`config.mk`:
```
export PLATFORM = sky130hd
export DESIGN_NAME = rtmp_route_table_unit
export DESIGN_NICKNAME = d
export VERILOG_FILES = /design/src/hw/rtl/rtmp_pkg.sv /design/src/hw/rtl/rtmp_ram.sv /design/src/hw/rtl/rtmp_route_table_unit.sv
export VERILOG_INCLUDE_DIRS = /design/src /design/src/hw/rtl
export SDC_FILE = /design/constraint.sdc
export NUM_CORES = 2
export LEC_CHECK = 0
export BUFFER_PORTS_ARGS = -buffer_cell sky130_fd_sc_hd__buf_2
export CAP_MARGIN = 5
export CORE_MARGIN = 2
export CORE_UTILIZATION = 40
export CTS_CLUSTER_SIZE = 40
export DETAILED_ROUTE_END_ITERATION = 10
export PLACE_DENSITY = 0.63
export SLEW_MARGIN = 20
export SYNTH_ARGS = -nofsm -noshare
export SYNTH_HDL_FRONTEND = slang
export SYNTH_SLANG_ARGS = --single-unit
```
`constraint.sdc`:
```
create_clock -name i_clk -period 22.1 [get_ports i_clk]
set_clock_uncertainty 0.1 [all_clocks]
set_input_delay 0 -clock i_clk [delete_from_list [all_inputs] [get_ports i_clk]]
set_output_delay 0 -clock i_clk [all_outputs]
set_load 0.05 [all_outputs]
```
`src/hw/rtl/assert_macros.svh`:
```
// Assertion macros used by the route table unit.
`ifndef ASSERT_MACROS_SVH
`define ASSERT_MACROS_SVH
`ifndef SYNTHESIS
`define ASSERT_CLK(lbl, clk, rstn, prop) \
    lbl: assert property (@(posedge clk) disable iff (!(rstn)) prop) \
        else $error("assertion failed");
`define ASSERT_NEVER(lbl, clk, rstn, expr) \
    lbl: assert property (@(posedge clk) disable iff (!(rstn)) !(expr)) \
        else $error("forbidden condition");
`else
`define ASSERT_CLK(lbl, clk, rstn, prop)
`define ASSERT_NEVER(lbl, clk, rstn, expr)
`endif
`endif

```
`src/hw/rtl/rtmp_pkg.sv`:
```
// Types and constants of the route table unit.
`default_nettype none
package rtmp_pkg;
    localparam int unsigned RESULT_CAP = 32;
    localparam int unsigned CNT_W      = 6;

    localparam logic [1:0] KIND_NONE = 2'd0;
    localparam logic [1:0] KIND_ADD  = 2'd1;
    localparam logic [1:0] KIND_DEL  = 2'd2;
    localparam logic [1:0] KIND_DROP = 2'd3;

    localparam logic [1:0] AGE_GOOD = 2'd0;
    localparam logic [1:0] AGE_SUSP = 2'd1;
    localparam logic [1:0] AGE_BAD  = 2'd2;
    localparam logic [1:0] AGE_BAD2 = 2'd3;

    localparam logic [4:0] DIST_MASKED = 5'd31;
    localparam logic [4:0] DIST_LIMIT  = 5'd15;
    localparam logic [5:0] HOPS_DEAD   = 6'd16;
    localparam int unsigned EXT_BIT    = 7;

    typedef struct packed {
        logic [15:0] rt_start;
        logic [15:0] rt_end;
        logic [5:0]  hops;
        logic [15:0] rnet;
        logic [7:0]  rnode;
        logic [1:0]  age;
        logic        ext;
    } t_entry;

    localparam int unsigned ENTRY_W = $bits(t_entry);

    typedef struct packed {
        logic [1:0]  kind;
        logic [15:0] rt_start;
        logic [15:0] rt_end;
        logic [15:0] rnet;
        logic [7:0]  rnode;
        logic        done;
        logic        last;
    } t_result;
endpackage
`default_nettype wire

```
`src/hw/rtl/rtmp_ram.sv`:
```
// Generic single-write, single-read RAM with registered read data.
`default_nettype none
module rtmp_ram #(
    parameter int unsigned WIDTH = 8,
    parameter int unsigned DEPTH = 32
) (
    input  wire logic                     i_clk,
    input  wire logic                     i_we,
    input  wire logic [$clog2(DEPTH)-1:0] i_waddr,
    input  wire logic [WIDTH-1:0]         i_wdata,
    input  wire logic [$clog2(DEPTH)-1:0] i_raddr,
    output logic      [WIDTH-1:0]         o_rdata
);
    logic [WIDTH-1:0] r_mem [DEPTH];

    always_ff @(posedge i_clk) begin
        if (i_we) begin
            r_mem[i_waddr] <= i_wdata;
        end
        o_rdata <= r_mem[i_raddr];
    end
endmodule
`default_nettype wire

```
`src/hw/rtl/rtmp_route_table_unit.sv`:
```
// Route table unit: range lookup, update and aging over a slot RAM.
//
//  channel | direction | handshake                  | payload
//  input   | in        | i_in_valid / o_in_ready    | opcode, range, tuple info, router
//  output  | out       | o_out_valid / i_out_ready  | notify kind, range, router, flags
//
// One input transaction walks every slot through the single RAM read port,
// one slot per cycle unless stalled, for an update and for a tick alike.
// Any walk stalls while an earlier result waits on the output.
// Reset clears all slot valid bits at once; no clearing pass is needed.
// A new transaction is taken only when the previous one has finished its walk.
`default_nettype none
`include "assert_macros.svh"
module rtmp_route_table_unit #(
    parameter int unsigned TABLE_ENTRIES = 32
) (
    input  wire logic        i_clk,
    input  wire logic        i_rst_n,
    input  wire logic        i_in_valid,
    output logic             o_in_ready,
    input  wire logic        i_opcode,
    input  wire logic [15:0] i_range_start,
    input  wire logic [15:0] i_range_end,
    input  wire logic [7:0]  i_tuple_info,
    input  wire logic [15:0] i_router_net,
    input  wire logic [7:0]  i_router_node,
    input  wire logic        i_final_tuple,
    output logic             o_out_valid,
    input  wire logic        i_out_ready,
    output logic [1:0]       o_notify_kind,
    output logic [15:0]      o_route_start,
    output logic [15:0]      o_route_end,
    output logic [15:0]      o_via_net,
    output logic [7:0]       o_via_node,
    output logic             o_packet_done,
    output logic             o_last
);
    localparam int unsigned AW = (TABLE_ENTRIES > 1) ? $clog2(TABLE_ENTRIES) : 1;
    localparam int unsigned IW = $clog2(TABLE_ENTRIES + 1);
    localparam logic [IW-1:0] LAST_IDX = IW'(TABLE_ENTRIES);

    typedef enum logic [3:0] {
        S_IDLE   = 4'b0001,
        S_SCAN   = 4'b0010,
        S_DECIDE = 4'b0100,
        S_FINISH = 4'b1000
    } t_state;

    t_state                        r_state, n_state;
    logic [IW-1:0]                 r_idx, n_idx;
    logic                          r_pipe, n_pipe;
    logic [AW-1:0]                 r_pidx, n_pidx;
    logic [TABLE_ENTRIES-1:0]      r_valid, n_valid;
    logic                          r_op, n_op;
    logic [15:0]                   r_lo, n_lo;
    logic [15:0]                   r_hi, n_hi;
    logic [7:0]                    r_info, n_info;
    logic [15:0]                   r_rnet, n_rnet;
    logic [7:0]                    r_rnode, n_rnode;
    logic                          r_final, n_final;
    logic                          r_found, n_found;
    logic [AW-1:0]                 r_slot, n_slot;
    logic                          r_has_free, n_has_free;
    logic [AW-1:0]                 r_free, n_free;
    rtmp_pkg::t_entry              r_ent, n_ent;
    logic                          r_hp, n_hp;
    rtmp_pkg::t_result             r_held, n_held;
    logic [rtmp_pkg::CNT_W-1:0]    r_cnt, n_cnt;
    logic                          r_ov, n_ov;
    rtmp_pkg::t_result             r_out, n_out;

    logic                          ram_we;
    logic [AW-1:0]                 ram_waddr;
    rtmp_pkg::t_entry              ram_wdata;
    logic [AW-1:0]                 ram_raddr;
    logic [rtmp_pkg::ENTRY_W-1:0]  ram_rdata;
    rtmp_pkg::t_entry              rd_ent;
    rtmp_pkg::t_entry              upd;
    logic [4:0]                    tup_dist;
    logic [5:0]                    hops_new;
    logic                          tup_ext;
    logic                          same;
    logic                          replace;

    assign ram_raddr = (r_idx < LAST_IDX) ? r_idx[AW-1:0] : '0;
    assign rd_ent    = rtmp_pkg::t_entry'(ram_rdata);

    rtmp_ram #(
        .WIDTH (rtmp_pkg::ENTRY_W),
        .DEPTH (TABLE_ENTRIES)
    ) u_ram (
        .i_clk   (i_clk),
        .i_we    (ram_we),
        .i_waddr (ram_waddr),
        .i_wdata (ram_wdata),
        .i_raddr (ram_raddr),
        .o_rdata (ram_rdata)
    );

    assign tup_dist = r_info[4:0];
    assign hops_new = {1'b0, tup_dist} + 6'd1;
    assign tup_ext  = r_info[rtmp_pkg::EXT_BIT];
    assign same     = (r_ent.rnet == r_rnet) && (r_ent.rnode == r_rnode);
    assign replace  = (tup_dist < rtmp_pkg::DIST_LIMIT) &&
                      ((r_ent.age == rtmp_pkg::AGE_BAD) || (r_ent.hops >= hops_new));

    assign o_in_ready    = (r_state == S_IDLE);
    assign o_out_valid   = r_ov;
    assign o_notify_kind = r_out.kind;
    assign o_route_start = r_out.rt_start;
    assign o_route_end   = r_out.rt_end;
    assign o_via_net     = r_out.rnet;
    assign o_via_node    = r_out.rnode;
    assign o_packet_done = r_out.done;
    assign o_last        = r_out.last;

    always_comb begin
        n_state    = r_state;
        n_idx      = r_idx;
        n_pipe     = r_pipe;
        n_pidx     = r_pidx;
        n_valid    = r_valid;
        n_op       = r_op;
        n_lo       = r_lo;
        n_hi       = r_hi;
        n_info     = r_info;
        n_rnet     = r_rnet;
        n_rnode    = r_rnode;
        n_final    = r_final;
        n_found    = r_found;
        n_slot     = r_slot;
        n_has_free = r_has_free;
        n_free     = r_free;
        n_ent      = r_ent;
        n_hp       = r_hp;
        n_held     = r_held;
        n_cnt      = r_cnt;
        n_ov       = r_ov;
        n_out      = r_out;
        ram_we     = 1'b0;
        ram_waddr  = r_pidx;
        ram_wdata  = rd_ent;
        upd        = r_ent;

        if (r_ov && i_out_ready) begin
            n_ov = 1'b0;
        end

        case (r_state)
            S_IDLE: begin
                if (i_in_valid) begin
                    n_op       = i_opcode;
                    n_lo       = i_range_start;
                    n_hi       = i_tuple_info[rtmp_pkg::EXT_BIT] ? i_range_end
                                                                 : i_range_start;
                    n_info     = i_tuple_info;
                    n_rnet     = i_router_net;
                    n_rnode    = i_router_node;
                    n_final    = i_final_tuple;
                    n_idx      = '0;
                    n_pipe     = 1'b0;
                    n_found    = 1'b0;
                    n_has_free = 1'b0;
                    n_hp       = 1'b0;
                    n_cnt      = '0;
                    n_state    = S_SCAN;
                end
            end
            S_SCAN: begin
                if (r_ov) begin
                    // rewind so the pending slot is read again after the stall
                    n_pipe = 1'b0;
                    if (r_pipe) begin
                        n_idx = IW'(r_pidx);
                    end
                end else begin
                    if (r_idx < LAST_IDX) begin
                        n_idx  = r_idx + 1'b1;
                        n_pipe = 1'b1;
                        n_pidx = r_idx[AW-1:0];
                    end else begin
                        n_pipe = 1'b0;
                    end
                    if (r_pipe) begin
                        if (!r_op) begin
                            if (r_valid[r_pidx]) begin
                                if (!r_found && rd_ent.rt_start == r_lo &&
                                    rd_ent.rt_end == r_hi) begin
                                    n_found = 1'b1;
                                    n_slot  = r_pidx;
                                    n_ent   = rd_ent;
                                end
                            end else if (!r_has_free) begin
                                n_has_free = 1'b1;
                                n_free     = r_pidx;
                            end
                        end else if (r_valid[r_pidx]) begin
                            ram_we    = 1'b1;
                            ram_wdata = rd_ent;
                            case (rd_ent.age)
                                rtmp_pkg::AGE_GOOD: begin
                                    if (rd_ent.hops != 6'd0) begin
                                        ram_wdata.age = rtmp_pkg::AGE_SUSP;
                                    end
                                end
                                rtmp_pkg::AGE_SUSP: ram_wdata.age = rtmp_pkg::AGE_BAD;
                                rtmp_pkg::AGE_BAD:  ram_wdata.age = rtmp_pkg::AGE_BAD2;
                                default: begin
                                    ram_we           = 1'b0;
                                    n_valid[r_pidx]  = 1'b0;
                                    if (r_cnt < rtmp_pkg::CNT_W'(rtmp_pkg::RESULT_CAP)) begin
                                        n_cnt = r_cnt + 1'b1;
                                        if (r_hp) begin
                                            n_out      = r_held;
                                            n_out.last = 1'b0;
                                            n_ov       = 1'b1;
                                        end
                                        n_hp           = 1'b1;
                                        n_held.kind    = rtmp_pkg::KIND_DEL;
                                        n_held.rt_start = rd_ent.rt_start;
                                        n_held.rt_end  = rd_ent.rt_end;
                                        n_held.rnet    = rd_ent.rnet;
                                        n_held.rnode   = rd_ent.rnode;
                                        n_held.done    = 1'b0;
                                        n_held.last    = 1'b0;
                                    end
                                end
                            endcase
                        end
                    end else if (r_idx >= LAST_IDX) begin
                        n_state = r_op ? S_FINISH : S_DECIDE;
                    end
                end
            end
            S_DECIDE: begin
                if (!r_ov) begin
                    n_ov       = 1'b1;
                    n_out      = '0;
                    n_out.done = r_final;
                    n_out.last = 1'b1;
                    n_state    = S_IDLE;
                    if (r_found) begin
                        ram_we    = 1'b1;
                        ram_waddr = r_slot;
                        if (replace) begin
                            upd.hops  = hops_new;
                            upd.rnet  = r_rnet;
                            upd.rnode = r_rnode;
                            upd.age   = rtmp_pkg::AGE_GOOD;
                            if (!same) begin
                                n_out.kind = rtmp_pkg::KIND_ADD;
                            end
                        end else if (same) begin
                            if (tup_dist != rtmp_pkg::DIST_MASKED) begin
                                upd.hops = hops_new;
                                if (hops_new < rtmp_pkg::HOPS_DEAD) begin
                                    upd.age = rtmp_pkg::AGE_GOOD;
                                end else begin
                                    n_valid[r_slot] = 1'b0;
                                    n_out.kind      = rtmp_pkg::KIND_DEL;
                                end
                            end else begin
                                upd.age = rtmp_pkg::AGE_BAD;
                            end
                        end
                        if (tup_ext) begin
                            upd.ext = 1'b1;
                        end
                        ram_wdata = upd;
                        if (n_out.kind != rtmp_pkg::KIND_NONE) begin
                            n_out.rt_start = upd.rt_start;
                            n_out.rt_end   = upd.rt_end;
                            n_out.rnet     = upd.rnet;
                            n_out.rnode    = upd.rnode;
                        end
                    end else begin
                        n_out.kind     = r_has_free ? rtmp_pkg::KIND_ADD : rtmp_pkg::KIND_DROP;
                        n_out.rt_start = r_lo;
                        n_out.rt_end   = r_hi;
                        n_out.rnet     = r_rnet;
                        n_out.rnode    = r_rnode;
                        if (r_has_free) begin
                            ram_we          = 1'b1;
                            ram_waddr       = r_free;
                            ram_wdata.rt_start = r_lo;
                            ram_wdata.rt_end   = r_hi;
                            ram_wdata.hops  = hops_new;
                            ram_wdata.rnet  = r_rnet;
                            ram_wdata.rnode = r_rnode;
                            ram_wdata.age   = (tup_dist == rtmp_pkg::DIST_MASKED) ?
                                              rtmp_pkg::AGE_BAD : rtmp_pkg::AGE_GOOD;
                            ram_wdata.ext   = tup_ext;
                            n_valid[r_free] = 1'b1;
                        end
                    end
                end
            end
            S_FINISH: begin
                if (!r_ov) begin
                    n_ov = 1'b1;
                    if (r_hp) begin
                        n_out = r_held;
                    end else begin
                        n_out = '0;
                    end
                    n_out.done = 1'b0;
                    n_out.last = 1'b1;
                    n_hp       = 1'b0;
                    n_state    = S_IDLE;
                end
            end
            default: n_state = S_IDLE;
        endcase
    end

    always_ff @(posedge i_clk) begin
        if (!i_rst_n) begin
            r_state <= S_IDLE;
            r_idx   <= '0;
            r_pipe  <= 1'b0;
            r_valid <= '0;
            r_found <= 1'b0;
            r_has_free <= 1'b0;
            r_hp    <= 1'b0;
            r_cnt   <= '0;
            r_ov    <= 1'b0;
        end else begin
            r_state <= n_state;
            r_idx   <= n_idx;
            r_pipe  <= n_pipe;
            r_valid <= n_valid;
            r_found <= n_found;
            r_has_free <= n_has_free;
            r_hp    <= n_hp;
            r_cnt   <= n_cnt;
            r_ov    <= n_ov;
        end
    end

    always_ff @(posedge i_clk) begin
        r_pidx  <= n_pidx;
        r_op    <= n_op;
        r_lo    <= n_lo;
        r_hi    <= n_hi;
        r_info  <= n_info;
        r_rnet  <= n_rnet;
        r_rnode <= n_rnode;
        r_final <= n_final;
        r_slot  <= n_slot;
        r_free  <= n_free;
        r_ent   <= n_ent;
        r_held  <= n_held;
        r_out   <= n_out;
    end

    `ASSERT_CLK(a_held_only_tick, i_clk, i_rst_n, r_hp |-> r_op)
    `ASSERT_CLK(a_cnt_capped, i_clk, i_rst_n, r_cnt <= rtmp_pkg::CNT_W'(rtmp_pkg::RESULT_CAP))
    `ASSERT_CLK(a_idle_no_held, i_clk, i_rst_n, o_in_ready |-> !r_hp)
    `ASSERT_CLK(a_pipe_in_scan, i_clk, i_rst_n, r_pipe |-> (r_state == S_SCAN))
    `ASSERT_NEVER(a_held_no_count, i_clk, i_rst_n, r_hp && (r_cnt == '0))
endmodule
`default_nettype wire

```
==> impl_results.md <==
- Critical Path Source Type: flop
- Via count: 54.75k
- Port Buf Inserts: 129
- Clock Tree Buf Depth: 3
- Register-to-Register Path Depth: 10
- Core Area: 0.2372 mm²
- Io pins: 132
- Final Hold Viols: 0
- Max Cap Violations: 0
- Grt total ovfl: 0
- Slew Limit Fails: 0
- Mapped Cells: 5,656
- CP required: 22.46 ns
- Final Util: 0.4587
- CTS resizes: 0
- CTS Hold Bufs: 149
- Asr flop ratio synth: 0
- Final TNS setup: 0 ns
- Clock sinks: 2,423
- Initial DRC count: 7,623
- GRT Util Overall: 0.2064
- CTS tree: done
- WHS Path Cells: 4
- Power Total: 9016 µW
- Cell Area, Synth: 0.09510 mm²
- Final instance area: 0.1088 mm²
- WL per Instance: 27.51 µm
- Share of layout cells above drive strength 1: 0.1655
- Post-synth EDFFs: 2,306
- Initial DRT Pass Iterations: 8
- Peak VDD IR: 0.00007048 V
- Synth-to-Final Area Change: 14.39%
- Dpl cell area: 0.1000 mm²
- Vias per Instance: 5.886
- Static leakage: 0.03469 µW
- Power per cell area: 82.87 mW/mm²
- Count of state elements after synthesis: 2,423
- Status: completed
- Max-Slew Margin vs Limit: 0.1291
- CP most frequent cell: buf_4
- Syn avg cell area: 16.81 µm²
- CTS root buffer: clkbuf_16
- Clock Latency Late Sink: 0.87 ns
- Fin cells: 9,301
- Unrepaired setup endpoints after global routing: false
- Rows: 179
- HPWL reported at the end of detailed placement: 129,500 µm
- First-pass GRT wire length: 370,600 µm
- Antenna viol nets, final: 0
- Hold Crit Class: input pin to flop
- Effective utilization at floorplan: 0.4010
- Arrival @ worst endpoint: 5.94 ns
- Fmax: 179.2 MHz
- Vias in the first global route: 54.03k
- Top-area cell type share of the netlist area: 0.7281
- Crit Path Category: flop to flop
- Largest net degree at the start of global routing: 142
- Post-CTS setup buffer count: 0
- Worst-path fanout max: 48
- Die area: 0.2417 mm²
- Crit-path cells: nand2b_1 -> nor3_2 -> buf_4 -> nand2_2 -> buf_4 -> o31ai_1 -> inv_1 -> or3_1 -> nor2_4 -> buf_4
- Initial antenna violation count: 11
- Sequential share of the synthesized area: 0.7527
- YS warnings: 0
- Final WL: 255,900 µm
- NumNets Final: 6,015
- Least-Margin Pin Slew: 1.293 ns
- Num CTS Buffers: 227
- CP max-delay cell: buf_4
- # DRC: 0
- Yosys cell types: 70
- Final setup violation count: 0
- Net Count, Synth: 5,737
- Tcrit/Tclk final: 0.2525
- Largest area contributor in the netlist: edfxtp_1
- Crit. End Element: flop
- Synth Flop Type: edfxtp_1
- Die Y-Extent: 491.6 µm
- Die Wd: 491.6 µm
- Global placement routability congestion: 0.8515
- Clock transition at path regs: 0.06 ns
- Crit-path max cell delay: 0.91 ns
- CTS H-Tree Depth: 4
- Final min period: 5.581 ns
- Synth area leaders: edfxtp_1, mux4_2, mux2i_1
- Placed insts: 8,723
## path summary, 6_finish.rpt
| check | from | to | slack (ns) |
|---|---|---|---|
| hold reg to reg | r_valid[28] | r_valid[28] | 0.37 |
| setup reg to reg | r_state[3] | u_ram.r_mem[28][44] | 16.52 |
| setup / recovery | r_state[3] | u_ram.r_mem[28][44] | 16.52 |
| hold / removal | i_in_valid | r_state[1] | 0.16 |
## layout by cell type (no fill, tap or decap), types with 113 or more instances in the layout
master,instances
a211oi_1,182
buf_2,129
buf_4,149
clkbuf_16,230
dfxtp_1,113
dlygate4sd3_1,149
edfxtp_1,2306
mux2i_1,322
mux4_2,256
nand2_1,379
nand3_1,242
nor2_1,131
o21ai_0,185
o22ai_1,253
## flip-flops by register name (all words and copies together) (netlist names), 16 cells and up
register / count
u_ram.r_mem: 2048
r_ent: 64
u_ram.o_rdata: 64
r_held: 56
r_valid: 32
o_route_end: 16
o_route_start: 16
o_via_net: 16
r_hi: 16
r_lo: 16
r_rnet: 16
## per-layer routing
metal  GRT usage  routed length (µm)  vias up
li1            -                   -    23240
met1      0.2976              107300    28390
met2      0.3294              119700     2754
met3     0.03326               24090      368
met4     0.04734                4814        0
met5           0                   0        -
## stage by stage
stage	hold slack [ns]	worst slack, ns
after global routing	0.1586	16.23
after CTS	0.06299	16.50
final	0.1615	16.52
after floorplan	-0.001131	13.33
after detailed placement	0.07856	16.53
after global placement	0.07982	16.59
## critical path: cells and delay by family (launching register included)
family | cells | cell delay (ns)
AO/OA/AOI/OAI | 1 | 0.64
flip-flops | 1 | 0.37
AND/OR/NAND/NOR | 5 | 2.11
buffers and inverters | 4 | 1.86
## final cells by class
type	instances	area, µm²
flip-flops and latches	2423	71600
inverters	51	191.4
well taps	3167	3963
multi-input cells	2798	22430
clock buffers	308	6158
clock inverters	119	1065
diodes	2	5.005
repair buffers	433	3376
fillers	19910	128400
## where the power goes
group          switching (µW)  internal [µW]  total [µW]
combinational             109           77.9         187
clock                    1680           2140        3820
sequential               23.5           4990        5010
total                    1810           7200        9020
## cells in the mapped netlist (47+ instances only)
| cell type | instances |
|---|---|
| nand3_1 | 242 |
| edfxtp_1 | 2306 |
| a22oi_1 | 67 |
| dfxtp_1 | 117 |
| nor2b_1 | 51 |
| nor2_1 | 139 |
| buf_2 | 47 |
| clkbuf_1 | 291 |
| o21ai_0 | 220 |
| o31ai_1 | 70 |
| a21oi_1 | 139 |
| mux4_2 | 256 |
| nand2_1 | 382 |
| o22ai_1 | 253 |
| mux2i_1 | 322 |
| nor3_1 | 78 |
| inv_1 | 51 |
| a211oi_1 | 182 |
## kinds of logic (layout without fill, tap and decap cells)
group	count (synthesis)	in the layout	synth area share
multiplexers	602	602	0.09735
XOR/XNOR	62	62	0.005710
AND/OR/NAND/NOR	1048	1048	0.05198
flip-flops	2423	2423	0.7527
adder cells (fa/ha/maj)	11	11	0.001447
AO/OA/AOI/OAI	1075	1075	0.07283
buffers and inverters	435	911	0.01794
other	0	2	0
(Power assumes the default switching activity.)
